### src/hw/rtl/assert_macros.svh
// Assertion macros shared by the delay line modules.
`ifndef ASSERT_MACROS_SVH
`define ASSERT_MACROS_SVH

// Property checked at every rising edge outside reset.
`define ASSERT_AT(label, clk, rst, prop, msg) \
  label: assert property (@(posedge clk) disable iff (rst) prop) else $error(msg);

// Condition in one cycle implies the consequence in the next.
`define ASSERT_NEXT(label, clk, rst, cond, cons, msg) \
  label: assert property (@(posedge clk) disable iff (rst) (cond) |=> (cons)) else $error(msg);

`endif

### src/hw/rtl/fdl_out.sv
`include "assert_macros.svh"

module fdl_out #(
  parameter int SAMPLE_BITS = 24
) (
  input  logic                   clk,
  input  logic                   rst,
  input  logic                   y_valid,
  input  logic [SAMPLE_BITS-1:0] y,
  output logic                   advance,
  output logic                   tvalid,
  input  logic                   tready,
  output logic [SAMPLE_BITS-1:0] value
);

  logic                   skid_valid;
  logic [SAMPLE_BITS-1:0] skid;

  assign advance = !skid_valid;

  always_ff @(posedge clk) begin
    if (rst) begin
      tvalid <= 1'b0;
      skid_valid <= 1'b0;
    end else if (skid_valid) begin
      if (tready) begin
        skid_valid <= 1'b0;
      end
    end else if (!tvalid || tready) begin
      tvalid <= y_valid;
    end else if (y_valid) begin
      skid_valid <= 1'b1;
    end
  end

  always_ff @(posedge clk) begin
    if (skid_valid) begin
      if (tready) begin
        value <= skid;
      end
    end else if (!tvalid || tready) begin
      value <= y;
    end else begin
      skid <= y;
    end
  end

  `ASSERT_AT(a_skid_behind_out, clk, rst, skid_valid |-> tvalid, "skid holds data with output empty")
  `ASSERT_NEXT(a_skid_drain, clk, rst, skid_valid && tready, !skid_valid, "skid not drained after transaction")

endmodule

### config.mk
export PLATFORM = sky130hd
export DESIGN_NAME = fdl_out
export DESIGN_NICKNAME = d
export VERILOG_FILES = /design/src/hw/rtl/fdl_out.sv
export VERILOG_INCLUDE_DIRS = /design/src /design/src/hw/rtl
export SDC_FILE = /design/constraint.sdc
export NUM_CORES = 1
export LEC_CHECK = 0
export BUFFER_PORTS_ARGS = -buffer_cell sky130_fd_sc_hd__buf_2
export CAP_MARGIN = 20
export CORE_ASPECT_RATIO = 1.5
export CORE_MARGIN = 3
export CORE_UTILIZATION = 55
export DETAILED_ROUTE_END_ITERATION = 8
export PLACE_DENSITY = 0.93
export SETUP_SLACK_MARGIN = 0.5
export SYNTH_ARGS = -nofsm -noshare
export SYNTH_HDL_FRONTEND = slang
export SYNTH_SLANG_ARGS = --single-unit
### constraint.sdc
create_clock -name clk -period 5.8 [get_ports clk]
set_clock_uncertainty 0.05 [all_clocks]
set_input_delay 0.87 -clock clk [delete_from_list [all_inputs] [get_ports clk]]
set_output_delay 0.87 -clock clk [all_outputs]
set_load 0.005 [all_outputs]
==> results.md <==
- Worst-Margin Slew: 0.934 ns
- DRC: 0
- Number of H-tree branching levels: 2
- Fin crit share: 0.412
- Post-Synthesis Cells: 86
- CTS hold repair buffers: 0
- Final hold vios: 0
- Antenna-violating nets left: 0
- Antenna violations before repair: 0
- Power Total: 0.000720 W
- CTS root buf: clkbuf_8
- Initial Util: 0.593
- Wire length of the first global-routing pass: 4740 µm
- Nets@finish: 173
- Critical Path AT: 1.47 ns
- Total CTS buffers: 5
- RSZ-0062 raised after global routing: no
- Dpl hpwl: 2200 µm
- Layout cells sized above 1: 0.610
- Final min period: 2.39 ns
- Critical Path End Type: output pin
- Top cells by area, synth: edfxtp_1 (75%), mux2_4 (19%), dfxtp_1 (2.1%)
- Commonest non-fill, non-tap cell in the layout: buf_2
- Peak VDD IR: 0.000286 V
- Routed WL: 3050 µm
- Input/output buffers: 53
- WL per Instance: 16.4 µm
- Row count: 25
- Io pins: 54
- Area Overhead vs Synth: 22.0%
- GRT overflow: 0
- Syn Nets: 114
- Clock-pin slew on the worst setup and hold paths: 0.09 ns
- LEAKAGE: 0.943 nW
- CTS tree: built
- Drt via density: 5.08
- Drt first pass iters: 4
- Leading area contributor after synthesis: edfxtp_1
- Commonest non-fill, non-tap cells in the layout: buf_2 (53), edfxtp_1 (48), mux2_4 (24), clkbuf_8 (5), inv_1 (2)
- Routability cong.: 0.748
- Req. time, crit path: 4.88 ns
- Initial DRC Count: 21
- Setup TNS: 0 ns
- Share of the synthesized area in the top cell type: 0.747
- Die area: 4270 µm²
- Clock Path Buffers: 2
- Postcts setup bufs: 0
- Worst-Skew Late Latency: 0.29 ns
- Number of global-route vias before repair: 950
- Non-Filler Instances: 186
- Sequential share of the synthesized area: 0.768
- Core Area: 3250 µm²
- Sink Count: 50
- Die Width: 54.4 µm
- Die Height: 78.5 µm
- Synth cell types: 12
- Post_cts resized: 0
- FF+latch count, synth: 50
- Max-slew violation count: 0
- Hold crit path type: reg -> reg
- Max-Cap Viols: 0
- Post-Syn Area per Cell: 22.4 µm²
- Mapped Area: 1930 µm²
- PwrDens: 306 nW/µm²
- Cell total after placement: 177
- Largest net degree at the start of global routing: 31
- Vias: 944
- GRT Util Overall: 0.158
- Final setup viols: 0
- Critical path launch point type: flop
- Worst Setup Path Type: reg -> out
- Status: completed
- Critical path peak fanout: 30
- Fmax: 418 MHz
- Max_slew headroom: 0.378
- Ant diodes: 0
- Total of warnings raised by yosys: 0
-- per-layer routing --
layer | track usage | vias up | wire (µm)
met4 | 0.0798 | 0 | 90
met3 | 0.0361 | 8 | 166
met2 | 0.252 | 44 | 1620
met5 | 0 | - | 0
li1 | - | 451 | -
met1 | 0.196 | 441 | 1170
-- synth_stat cells, drive strengths merged --
cell type	n
a21oi	1
buf	3
dfxtp	2
edfxtp	48
inv	2
mux2	24
nand2b	1
nor2b	1
nor3	1
nor3b	1
o21bai	1
o32ai	1
-- path summary, 6_finish.rpt --
kind,startpoint,to,slack [ns],cells after the start
worst max register to register,skid_valid$_SDFF_PP0_,skid[8]$_DFFE_PP_,3.80,2
worst min-delay path,tvalid$_SDFFE_PP0P_,tvalid$_SDFFE_PP0P_,0.50,2
worst max-delay path,skid_valid$_SDFF_PP0_,advance,3.41,2
worst min register to register,tvalid$_SDFFE_PP0P_,tvalid$_SDFFE_PP0P_,0.50,2
-- cells by family (layout without fill, tap and decap cells) --
group	count (synthesis)	in the layout	synth area share
buffers and inverters	5	65	0.0214
muxes	24	24	0.187
AOI/OAI and AO/OA	3	3	0.0110
and+or+nand+nor	4	4	0.0130
DFF	50	50	0.768
-- metrics by stage --
stage	util	worst slack, ns	instance area, µm²	hold WS (ns)
finish	0.723	3.41	2350	0.501
global placement	0.685	3.59	2230	0.458
floorplan	-	2.63	1930	0.450
detailed placement	0.685	3.51	2230	0.484
global route	0.723	3.31	2350	0.516
CTS	0.719	3.40	2340	0.503
-- final cells by class --
type | count | area (µm²)
clock buffers | 6 | 72.6
clock inverters | 2 | 37.5
fillers | 214 | 900
inverters | 2 | 7.51
multi-input cells | 31 | 415
flip-flops and latches | 50 | 1480
well taps | 40 | 50.0
repair buffers | 55 | 288
-- state kept, by name (all words and copies together) (netlist names) --
name        count
skid           24
tvalid          1
skid_valid      1
value          24
-- power by group --
group | internal (W) | total [W] | switching [W] | leakage (nW)
Clock | 0.000129 | 0.000229 | 0.000100 | 0.0514
Combinational | 0.0000354 | 0.0000605 | 0.0000251 | 0.406
Sequential | 0.000422 | 0.000431 | 0.00000860 | 0.486
Total | 0.000586 | 0.000720 | 0.000134 | 0.943
-- critical path, stage by stage (launching register included) --
cell,delay [ns]
dfxtp_2,0.96
inv_1,0.07
buf_2,0.15
Power figures use the tool's default switching activity.
