==> src/hw/rtl/assert_macros.svh <==
// Assertion macros shared by the delay line modules.
`ifndef ASSERT_MACROS_SVH
`define ASSERT_MACROS_SVH

// Property checked at every rising edge outside reset.
`define ASSERT_AT(label, clk, rst, prop, msg) \
  label: assert property (@(posedge clk) disable iff (rst) prop) else $error(msg);

// Condition in one cycle implies the consequence in the next.
`define ASSERT_NEXT(label, clk, rst, cond, cons, msg) \
  label: assert property (@(posedge clk) disable iff (rst) (cond) |=> (cons)) else $error(msg);

`endif

==> src/hw/rtl/fdl_pkg.sv <==
package fdl_pkg;

  typedef struct packed {
    logic advance;
    logic load;
  } pipe_ctrl_t;

endpackage

==> src/hw/rtl/fdl_interp.sv <==
module fdl_interp #(
  parameter int SAMPLE_BITS = 24,
  parameter int FRAC_BITS = 16
) (
  input  logic                          clk,
  input  logic                          rst,
  input  fdl_pkg::pipe_ctrl_t           ctrl,
  input  logic                          valid_in,
  input  logic signed [SAMPLE_BITS-1:0] x1,
  input  logic signed [SAMPLE_BITS-1:0] x2,
  input  logic [FRAC_BITS-1:0]          frac,
  output logic                          y_valid,
  output logic signed [SAMPLE_BITS-1:0] y
);
  import fdl_pkg::*;

  localparam int PW = FRAC_BITS + SAMPLE_BITS + 2;

  logic                          a_valid;
  logic signed [SAMPLE_BITS-1:0] a_x1;
  logic signed [SAMPLE_BITS:0]   a_diff;
  logic [FRAC_BITS-1:0]          a_frac;

  logic                          b_valid;
  logic signed [SAMPLE_BITS-1:0] b_x1;
  logic signed [PW-1:0]          b_prod;
  logic signed [PW-1:0]          b_shift;

  always_ff @(posedge clk) begin
    if (ctrl.advance) begin
      a_x1 <= x1;
      a_diff <= $signed({x2[SAMPLE_BITS-1], x2}) - $signed({x1[SAMPLE_BITS-1], x1});
      a_frac <= frac;
      b_x1 <= a_x1;
      b_prod <= $signed({1'b0, a_frac}) * a_diff;
    end
  end

  always_ff @(posedge clk) begin
    if (rst) begin
      a_valid <= 1'b0;
      b_valid <= 1'b0;
    end else if (ctrl.advance) begin
      a_valid <= valid_in;
      b_valid <= a_valid;
    end
  end

  // The arithmetic shift floors; the sum always lies between the two samples.
  assign b_shift = b_prod >>> FRAC_BITS;
  assign y = b_x1 + b_shift[SAMPLE_BITS-1:0];
  assign y_valid = b_valid;

endmodule

==> config.mk <==
export PLATFORM = sky130hd
export DESIGN_NAME = fdl_interp
export DESIGN_NICKNAME = d
export VERILOG_FILES = /design/src/hw/rtl/assert_macros.svh /design/src/hw/rtl/fdl_pkg.sv /design/src/hw/rtl/fdl_interp.sv
export SDC_FILE = /design/constraint.sdc
export NUM_CORES = 1
export LEC_CHECK = 0
export ABC_AREA = 1
export BUFFER_PORTS_ARGS = -buffer_cell sky130_fd_sc_hd__buf_2
export CAP_MARGIN = 20
export CORE_MARGIN = 3
export CORE_UTILIZATION = 45
export CTS_CLUSTER_SIZE = 25
export DETAILED_ROUTE_END_ITERATION = 12
export PLACE_DENSITY_LB_ADDON = 0.1
export SLEW_MARGIN = 20
export SYNTH_ARGS = -nofsm -noshare
export SYNTH_HDL_FRONTEND = slang
export SYNTH_SLANG_ARGS = --single-unit
==> constraint.sdc <==
create_clock -name clk -period 7.9 [get_ports clk]
set_input_delay 1.185 -clock clk [delete_from_list [all_inputs] [get_ports clk]]
set_output_delay 1.185 -clock clk [all_outputs]
set_load 0.01 [all_outputs]
==> results of run 1 <==
-- cell families (layout without fill, tap and decap cells) --
logic type / count (synthesis) / after routing
adder cells (fa/ha/maj): 522 / 522
AO/OA/AOI/OAI: 191 / 191
AND/OR/NAND/NOR: 878 / 878
buffers and inverters: 835 / 884
XOR/XNOR: 68 / 68
flip-flops: 115 / 115
-- routing by layer --
metal | share of wire, % | routed length (um)
met5 | 0 | 0
met4 | 3.8 | 2360
met3 | 5.1 | 3145
met2 | 49 | 29930
met1 | 42 | 26070
-- area by class of cell --
type,count,area (um^2)
Sequential cell,115,3433
Multi-Input combinational cell,1659,14620
Timing Repair Buffer,111,613.1
Tap cell,600,750.7
Fill cell,4537,23170
Inverter,741,2781
Clock inverter,15,173.9
Clock buffer,17,425.4
-- layout by cell type (no fill, tap or decap), types with 5 or more instances in the layout --
master,synthesis,layout
nand2_1,664,664
a21oi_1,98,98
xor2_1,46,46
inv_1,737,737
nor2_2,7,7
buf_4,0,19
nand2_2,10,10
nor2_1,102,102
nand4_1,13,13
edfxtp_1,113,113
ha_1,143,143
clkbuf_16,0,17
inv_8,0,8
o211ai_1,5,5
fa_1,379,379
nor3_1,12,12
buf_2,0,91
nand3_1,51,51
o21ai_0,41,41
o21bai_1,15,15
o21ai_1,7,7
xnor2_1,22,22
a21o_1,5,5
-- flip-flops by register name (all words and copies together), names as in the netlist --
signal,flops
b_x1,24
y_valid,1
a_valid,1
a_diff,25
a_x1,24
a_frac,16
b_prod,24
-- worst paths after layout --
path | startpoint | end
setup / recovery | a_frac[3] | b_prod[36]
hold / removal | a_x1[1] | b_x1[1]
setup reg to reg | a_frac[3] | b_prod[36]
hold reg to reg | a_x1[1] | b_x1[1]
-- critical path, delay by kind of cell, from the launching register on --
family	cells	cell delay [ns]
adders and majority gates	7	3.72
buffers and inverters	5	0.79
DFF	1	0.80
and+or+nand+nor	9	1.04
-- stage by stage --
stage / setup WS, ns / instances / area (um^2)
final: 1.234 / 3258 / 22800
after global routing: 0.9152 / 3258 / 22800
after CTS: 1.227 / 3257 / 22780
after detailed placement: 1.265 / 3225 / 22180
after global placement: 1.292 / 3225 / 22180
after floorplan: 2.234 / 2609 / 21190
-- Yosys cell counts (15+ instances only) --
| master | number | area share [%] |
|---|---|---|
| a21oi_1 | 98 | 2.3 |
| clkbuf_1 | 94 | 1.7 |
| edfxtp_1 | 113 | 16 |
| fa_1 | 379 | 36 |
| ha_1 | 143 | 8.4 |
| inv_1 | 737 | 13 |
| nand2_1 | 664 | 12 |
| nand3_1 | 51 | 1.2 |
| nor2_1 | 102 | 1.8 |
| o21ai_0 | 41 | 0.97 |
| o21bai_1 | 15 | 0.53 |
| xnor2_1 | 22 | 0.91 |
| xor2_1 | 46 | 1.9 |
==> reports/qor.csv, run 1 <==
stage,metric,value,unit
die,Die Y,223.0,um
global_route,GRT busiest layer,met2,
global_route,met2 usage,43.27,%
worst_hold_path,Hold Path Stages,0,
clocking,htree depth,4,
detailed_routing,initial drt markers,1009,
critical_path,Crit path required time,8.09,ns
die,Die ar.,0.04972,mm^2
detailed_routing,DR vias,16500,
layout,final core utilization,49.59,%
clocking,clk_lat worst skew,0.47,ns
synthesis,mux cell area share after synthesis,0,%
die,Core Region,0.04597,mm^2
global_route,grt total ovfl,0,
global_route,total track usage,25.51,%
synthesis,main flop type after synthesis,edfxtp_1,
global_route,number of global-route vias before repair,17684,
global_route,initial antenna violation count,1,
critical_path,R2R Setup Slk,1.23,ns
sta,final max-slew violation count,0,
die,die width,223.0,um
placed_design,Detail Placement HPWL,51110,um
critical_path,CP arrival,6.85,ns
sta,Hold Fails Final Rpt,0,
sta,RSZ-0062 raised after global routing,false,
detailed_routing,drt wl/cell,18.88,um
worst_hold_path,Hold WC Path Type,reg2reg,
synthesis,cells after synthesis,2609,
sta,Worst Skew,0.01518,ns
critical_path,"most used cell, CP",fa_1,
sta,hold_ws,0.4181,ns
synthesis,Post-Syn Area,0.02119,mm^2
critical_path,worst path cell trace,buf_4 > nand2_1 > fa_1 > fa_1 > inv_1 > fa_1 > fa_1 > fa_1 > inv_1 > fa_1 > inv_1 > ha_1 > nand2_1 > nor2_1 > inv_1 > nor3_2 > nand2_2 > nand2_2 > nand2_2 > nand3_1 > nand2_1,
detailed_routing,first drt pass iteration count,7,
synthesis,post-synthesis adder-cell area fraction,44.26,%
critical_path,worst-path fanout max,12,
global_route,global-route wire length before repair,96740,um
clocking,clock buffer depth,2,
die,num rows,78,
placed_design,port bufs,92,
detailed_routing,DRC Markers,0,
global_route,largest net degree at the start of global routing,80,
synthesis,Unique masters post-synth,42,
layout,fin nets,3236,
synthesis,"EDFF count, synth",113,
layout,area grow syn2layout,7.601,%
synthesis,register area share after synthesis,16.21,%
sta,Final min period,6.666,ns
layout,Ant. Diodes,0,
sta,Setup TNS Final,0,ns
critical_path,Critical Path Start Type,flop,
sta,fmax,150.0,MHz
detailed_routing,Vias per Instance,5.064,
sta,number of setup violations in the final report,0,
sta,Slew Limit Headroom,22.73,%
clocking,CTS Root Cell,clkbuf_16,
global_route,met1 GRT Util,33.18,%
synthesis,Synth Net Count,3200,
synthesis,Synth Warn #,0,
clocking,Post-CTS Hold Buffers,0,
critical_path,crit path kind,reg2reg,
placed_design,GPL Wtd Cong,0.9701,
die,Initial Utilization,46.09,%
critical_path,Worst setup EP type,flop,
synthesis,Synth async-reset ratio,0,%
clocking,post-CTS setup buffers,0,
status,run status,"complete, no violations",
clocking,Sink Count,115,
sta,Worst-Margin Slew,1.159,ns
global_route,GR Layer Usage met3,4.250,%
synthesis,XOR/XNOR Fraction of Synth Area,2.811,%
synthesis,Compound-Gate Fraction of Synth Area,5.115,%
critical_path,Worst path max stage delay,0.80,ns
die,io pins,94,
sta,Final period util,84.38,%
synthesis,post-synthesis register bit count,115,
clocking,Clock transition at path regs,0.08,ns
synthesis,main combinational cell family by area after synthesis,adder cells,
clocking,PostCTS Resize Cnt,0,
flow_run,max cap viols,0,
synthesis,Avg Synthesized Cell Area,8.120,um^2
clocking,number of buffers created by CTS,17,
critical_path,R2R depth,21,
clocking,CTS tree,yes,
layout,share of layout cells above drive strength 1,6.960,%
critical_path,CP max-delay cell,edfxtp_1,
detailed_routing,Post-DRT Antenna Nets,0,
detailed_routing,drt total wl,61500,um
synthesis,simple-gate share of the synthesized area,16.81,%
Power of run 1 is not shown: default switching activity piles up to over one toggle a cycle in this logic, so the estimate is an artifact.
==> inputs of run 2 (changes only) <==
clock period = 6.4 ns   (was 7.9 ns; I/O delays follow)
==> run 2 against run 1 <==
  * Global-route usage fell by 0.56 points
  * Fmax is 9.9% higher
  * Hold slack got worse by 0.0050 ns
  * Critical path depth shrank 2
  * Clock skew rose by 0.0041 ns
  * Flip-flop and latch count stayed put
  * Non-clock buffer count is 74 higher
  * Via count up 0.88%
  * Register-to-register slack worse by 0.90 ns
  * Sequential share of layout area is 0.48 points lower
  * Final cell count up 2.3%
  * Count of clock-buffer cells in the layout grew 1
  * Critical path type unchanged
  * Critical endpoint is now b_prod[38]
==> reports/qor.csv, run 2 (synthesis gave the netlist of run 1 again) <==
stage,metric,value,unit
layout,area grow syn2layout,11.14,%
clocking,Post-CTS Hold Buffers,0,
critical_path,worst path cell trace,buf_4 > nand2_1 > fa_2 > fa_1 > inv_1 > fa_1 > inv_1 > fa_1 > inv_1 > fa_1 > fa_1 > ha_1 > inv_1 > nor3_1 > nand2_1 > nor2_1 > nand3b_1 > nand4_1 > nand2_1,
critical_path,CP max-delay cell,fa_1,
critical_path,cell family with most CP delay,adder cells,
critical_path,crit path kind,reg2reg,
layout,most frequent cells in the layout,"737 x inv_1, 664 x nand2_1, 378 x fa_1",
die,die width,223.0,um
die,Initial Utilization,46.09,%
detailed_routing,initial drt markers,959,
status,run status,"complete, no violations",
placed_design,GPL Wtd Cong,0.8989,
sta,fmax,164.9,MHz
layout,fin nets,3310,
placed_design,worst slack at placement,0.2594,ns
die,Core Region,0.04597,mm^2
sta,Final period util,94.76,%
sta,fin worst setup slack,0.3354,ns
worst_hold_path,Worst Hold Launch,a_x1[11],
critical_path,"most used cell, CP",fa_1,
clocking,number of buffers created by CTS,17,
sta,Slew Limit Headroom,43.22,%
global_route,initial antenna violation count,0,
die,io pins,94,
layout,Ant. Diodes,0,
sta,Hold Fails Final Rpt,0,
global_route,total track usage,24.95,%
placed_design,Detail Placement HPWL,50790,um
global_route,global-route wire length before repair,95500,um
detailed_routing,first drt pass iteration count,5,
clocking,CTS tree,yes,
layout,"commonest non-fill, non-tap cell in the layout",inv_1,
layout,final core utilization,51.22,%
clocking,htree depth,4,
clocking,CTS Root Cell,clkbuf_16,
die,num rows,78,
flow_run,max cap viols,0,
critical_path,Worst setup EP type,flop,
critical_path,Crit path required time,6.62,ns
global_route,met2 usage,43.93,%
clocking,clk_lat worst skew,0.47,ns
detailed_routing,drt wl/cell,18.00,um
global_route,largest net degree at the start of global routing,70,
sta,Setup TNS Final,0,ns
die,Die ar.,0.04972,mm^2
critical_path,WP buf/inv,5,
layout,Largest register FFs,25,
sta,Final min period,6.065,ns
sta,final max-slew violation count,0,
critical_path,worst-path fanout max,6,
layout,share of layout cells above drive strength 1,9.480,%
placed_design,port bufs,92,
detailed_routing,Vias per Instance,4.995,
layout,largest reg by FF count,a_diff,
critical_path,Critical Path Start Type,flop,
clocking,Sink Count,115,
sta,Worst Skew,0.01928,ns
critical_path,CP startpoint,a_frac[3],
detailed_routing,Post-DRT Antenna Nets,0,
detailed_routing,DRC Markers,0,
sta,RSZ-0062 raised after global routing,false,
critical_path,Worst path max stage delay,0.67,ns
sta,Worst-Margin Slew,0.8517,ns
sta,hold_ws,0.4130,ns
global_route,number of global-route vias before repair,17533,
worst_hold_path,Hold WC Path Type,reg2reg,
global_route,grt total ovfl,0,
critical_path,CP arrival,6.28,ns
detailed_routing,drt total wl,59990,um
critical_path,R2R Path Start,a_frac[3],
global_route,GRT busiest layer,met2,
clocking,Clock transition at path regs,0.08,ns
global_route,GR Layer Usage met3,3.145,%
sta,number of setup violations in the final report,0,
global_route,met1 GRT Util,32.10,%
clocking,clock buffer depth,2,
detailed_routing,DR vias,16645,
die,Die Y,223.0,um
-- run 2: metal layers --
metal / part of all wire, % / vias to the layer above
met5: 0 / -
met4: 3.2 / 0
met3: 3.5 / 100
met2: 50 / 372
met1: 43 / 8334
li1: - / 7839
-- run 2: through the flow --
stage               instance area, um^2  cells
finish                            23550   3332
global route                      23550   3332
global placement                  22760   3287
floorplan                         21190   2609
detailed placement                22760   3287
CTS                               23360   3319
-- run 2: worst paths after layout --
| path | slack [ns] | depth (start not counted) | end |
|---|---|---|---|
| setup / recovery | 0.34 | 19 | b_prod[38] |
| hold / removal | 0.41 | 0 | b_x1[11] |
| setup reg to reg | 0.34 | 19 | b_prod[38] |
| hold reg to reg | 0.41 | 0 | b_x1[11] |
-- run 2: layout make-up --
class                      count  area [um^2]
clock buffer                  18        429.2
fill                        4455        22420
inverter                     741         2781
clock inverter                14        168.9
sequential                   115         3433
timing repair buffer         185         1361
multi-input combinational   1659        14620
tap                          600        750.7
-- run 2: what timing repair did --
item | in CTS | in global routing
resized for setup | 0 | 1
endpoints found under the setup margin | 0 | 5
buffers inserted | 0 | 13
endpoints found under the hold margin | 0 | 0
-- run 2: worst register-to-register path: cells and delay by family (launching register included) --
kind                     cells  cell delay, ns
adder cells (fa/ha/maj)      7            3.63
flip-flops                   1            0.46
buffers and inverters        5            0.60
AND/OR/NAND/NOR              7            1.13
Power of run 2 is left out for the same reason.
==> inputs of run 3 (changes only) <==
--- a/config.mk
+++ b/config.mk
@@ -11,3 +11,3 @@
 export CORE_MARGIN = 3
-export CORE_UTILIZATION = 45
+export CORE_UTILIZATION = 40
 export CTS_CLUSTER_SIZE = 25
==> constraint.sdc (replaced) <==
create_clock -name clk -period 6.4 [get_ports clk]
set_input_delay 1.92 -clock clk [delete_from_list [all_inputs] [get_ports clk]]
set_output_delay 1.92 -clock clk [all_outputs]
set_load 0.01 [all_outputs]
==> run 3 against run 2 <==
  * Final cell count up 2.0%
  * Routed wire length up 1.9%
  * Count of clock-buffer cells in the layout unchanged
  * Global-route usage down 2.3 points
  * Register-to-register slack about the same
  * Critical endpoint unchanged
  * Critical path type unchanged
  * Setup slack worse by 0.0080 ns
  * Hold slack better by 0.0012 ns
  * Largest cell class unchanged
==> reports/qor.csv, run 3 (synthesis gave the netlist of run 1 again) <==
stage,metric,value,unit
status,run status,"complete, no violations",
layout,Largest register FFs,25,
detailed_routing,first drt pass iteration count,5,
sta,Final min period,6.073,ns
clocking,clock buffer depth,2,
clocking,htree depth,4,
sta,Slew Limit Headroom,49.63,%
detailed_routing,drt wl/cell,17.97,um
worst_hold_path,Hold Path Stages,0,
critical_path,R2R depth,19,
sta,Worst-Margin Slew,0.7556,ns
die,num rows,83,
sta,RSZ-0062 raised after global routing,false,
die,die width,236.1,um
placed_design,GPL Wtd Cong,0.8971,
critical_path,worst path cell trace,buf_4 > nand2_1 > fa_1 > inv_1 > fa_1 > fa_1 > fa_1 > fa_1 > inv_1 > fa_1 > inv_1 > ha_1 > nand2_1 > nor2_1 > nand2_1 > nor2_1 > nand3b_1 > nand4_1 > nand2_1,
critical_path,worst-path fanout max,10,
detailed_routing,initial drt markers,951,
clocking,CTS Root Cell,clkbuf_16,
detailed_routing,routed wl met3,2162,um
layout,multi-input logic area,0.01462,mm^2
detailed_routing,met1 WL,28220,um
clocking,CTS tree,yes,
critical_path,R2R Path Start,a_diff[22],
critical_path,CP startpoint,a_diff[22],
global_route,global-route wire length before repair,98050,um
critical_path,Worst setup EP type,flop,
sta,final max-slew violation count,0,
critical_path,Critical Path Start Type,flop,
detailed_routing,DR vias,16404,
critical_path,crit path kind,reg2reg,
detailed_routing,met2 WL post-DR,30140,um
clocking,Clock transition at path regs,0.06,ns
sta,Hold Fails Final Rpt,0,
worst_hold_path,Hold WC Path Type,reg2reg,
global_route,total track usage,22.67,%
worst_hold_path,Worst Hold Launch,a_x1[18],
sta,Final period util,94.89,%
layout,"Design Area, Final",0.02348,mm^2
detailed_routing,drt total wl,61110,um
critical_path,CP max-delay cell,edfxtp_1,
layout,fin nets,3298,
layout,most frequent cells in the layout,"737 x inv_1, 664 x nand2_1, 379 x fa_1",
global_route,largest net degree at the start of global routing,69,
critical_path,"most used cell, CP",fa_1,
critical_path,WP buf/inv,4,
layout,share of layout cells above drive strength 1,9.044,%
clocking,number of buffers created by CTS,17,
sta,number of setup violations in the final report,0,
clocking,Sink Count,115,
die,io pins,94,
layout,fill count,5207,
die,Die Y,236.1,um
detailed_routing,DRC Markers,0,
placed_design,area post-placement,0.02281,mm^2
critical_path,Crit path required time,6.60,ns
layout,area grow syn2layout,10.81,%
sta,Worst Skew,0.01908,ns
layout,Ant. Diodes,0,
critical_path,Stages on worst setup path,19,
layout,FF+latch area,0.003433,mm^2
detailed_routing,Post-DRT Antenna Nets,0,
die,Initial Utilization,40.88,%
sta,Setup TNS Final,0,ns
critical_path,CP arrival,6.27,ns
critical_path,Worst path max stage delay,0.78,ns
global_route,number of global-route vias before repair,17582,
critical_path,cell family with most CP delay,adder cells,
die,Core Region,0.05182,mm^2
clocking,clk_lat worst skew,0.47,ns
placed_design,Detail Placement HPWL,51570,um
layout,largest reg by FF count,a_diff,
placed_design,port bufs,92,
detailed_routing,Top Metal Used,met4,
detailed_routing,Vias per Instance,4.825,
die,Die ar.,0.05576,mm^2
sta,fmax,164.7,MHz
global_route,initial antenna violation count,0,
global_route,grt total ovfl,0,
clocking,PostCTS Resize Cnt,0,
flow_run,max cap viols,0,
layout,"commonest non-fill, non-tap cell in the layout",inv_1,
[run 3: stage by stage]
step | hold slack, ns | util [%] | instances | worst slack [ns]
floorplan | 0.4003 | - | 2609 | 0.7337
global placement | 0.4017 | 44.03 | 3361 | 0.2205
detailed placement | 0.4045 | 44.03 | 3361 | 0.2630
CTS | 0.4157 | 45.18 | 3393 | 0.2083
global route | 0.4209 | 45.30 | 3400 | 0.02944
finish | 0.4143 | 45.30 | 3400 | 0.3274
[run 3: per-layer routing]
metal / GRT usage, % / up-vias
met3: 3.122 / 38
li1: - / 7815
met1: 31.26 / 8284
met2: 39.05 / 267
met4: 3.207 / 0
met5: 0 / -
[run 3: cell type report]
type	count	share of cell area [%]
clock inverters	14	0.7142
inverters	741	11.85
well taps	680	3.624
repair buffers	173	5.095
multi-input cells	1659	62.27
clock buffers	18	1.828
flip-flops and latches	115	14.62
[run 3: timing repair]
item | CTS | global route
buffers inserted | 0 | 7
hold buffers | 0 | 0
endpoints found under the setup margin | 0 | 7
[run 3: worst paths after layout]
path / to / slack (ns)
max: b_prod[38] / 0.33
min: b_x1[18] / 0.41
max reg2reg: b_prod[38] / 0.33
min reg2reg: b_x1[18] / 0.41
Power of run 3 is left out for the same reason.
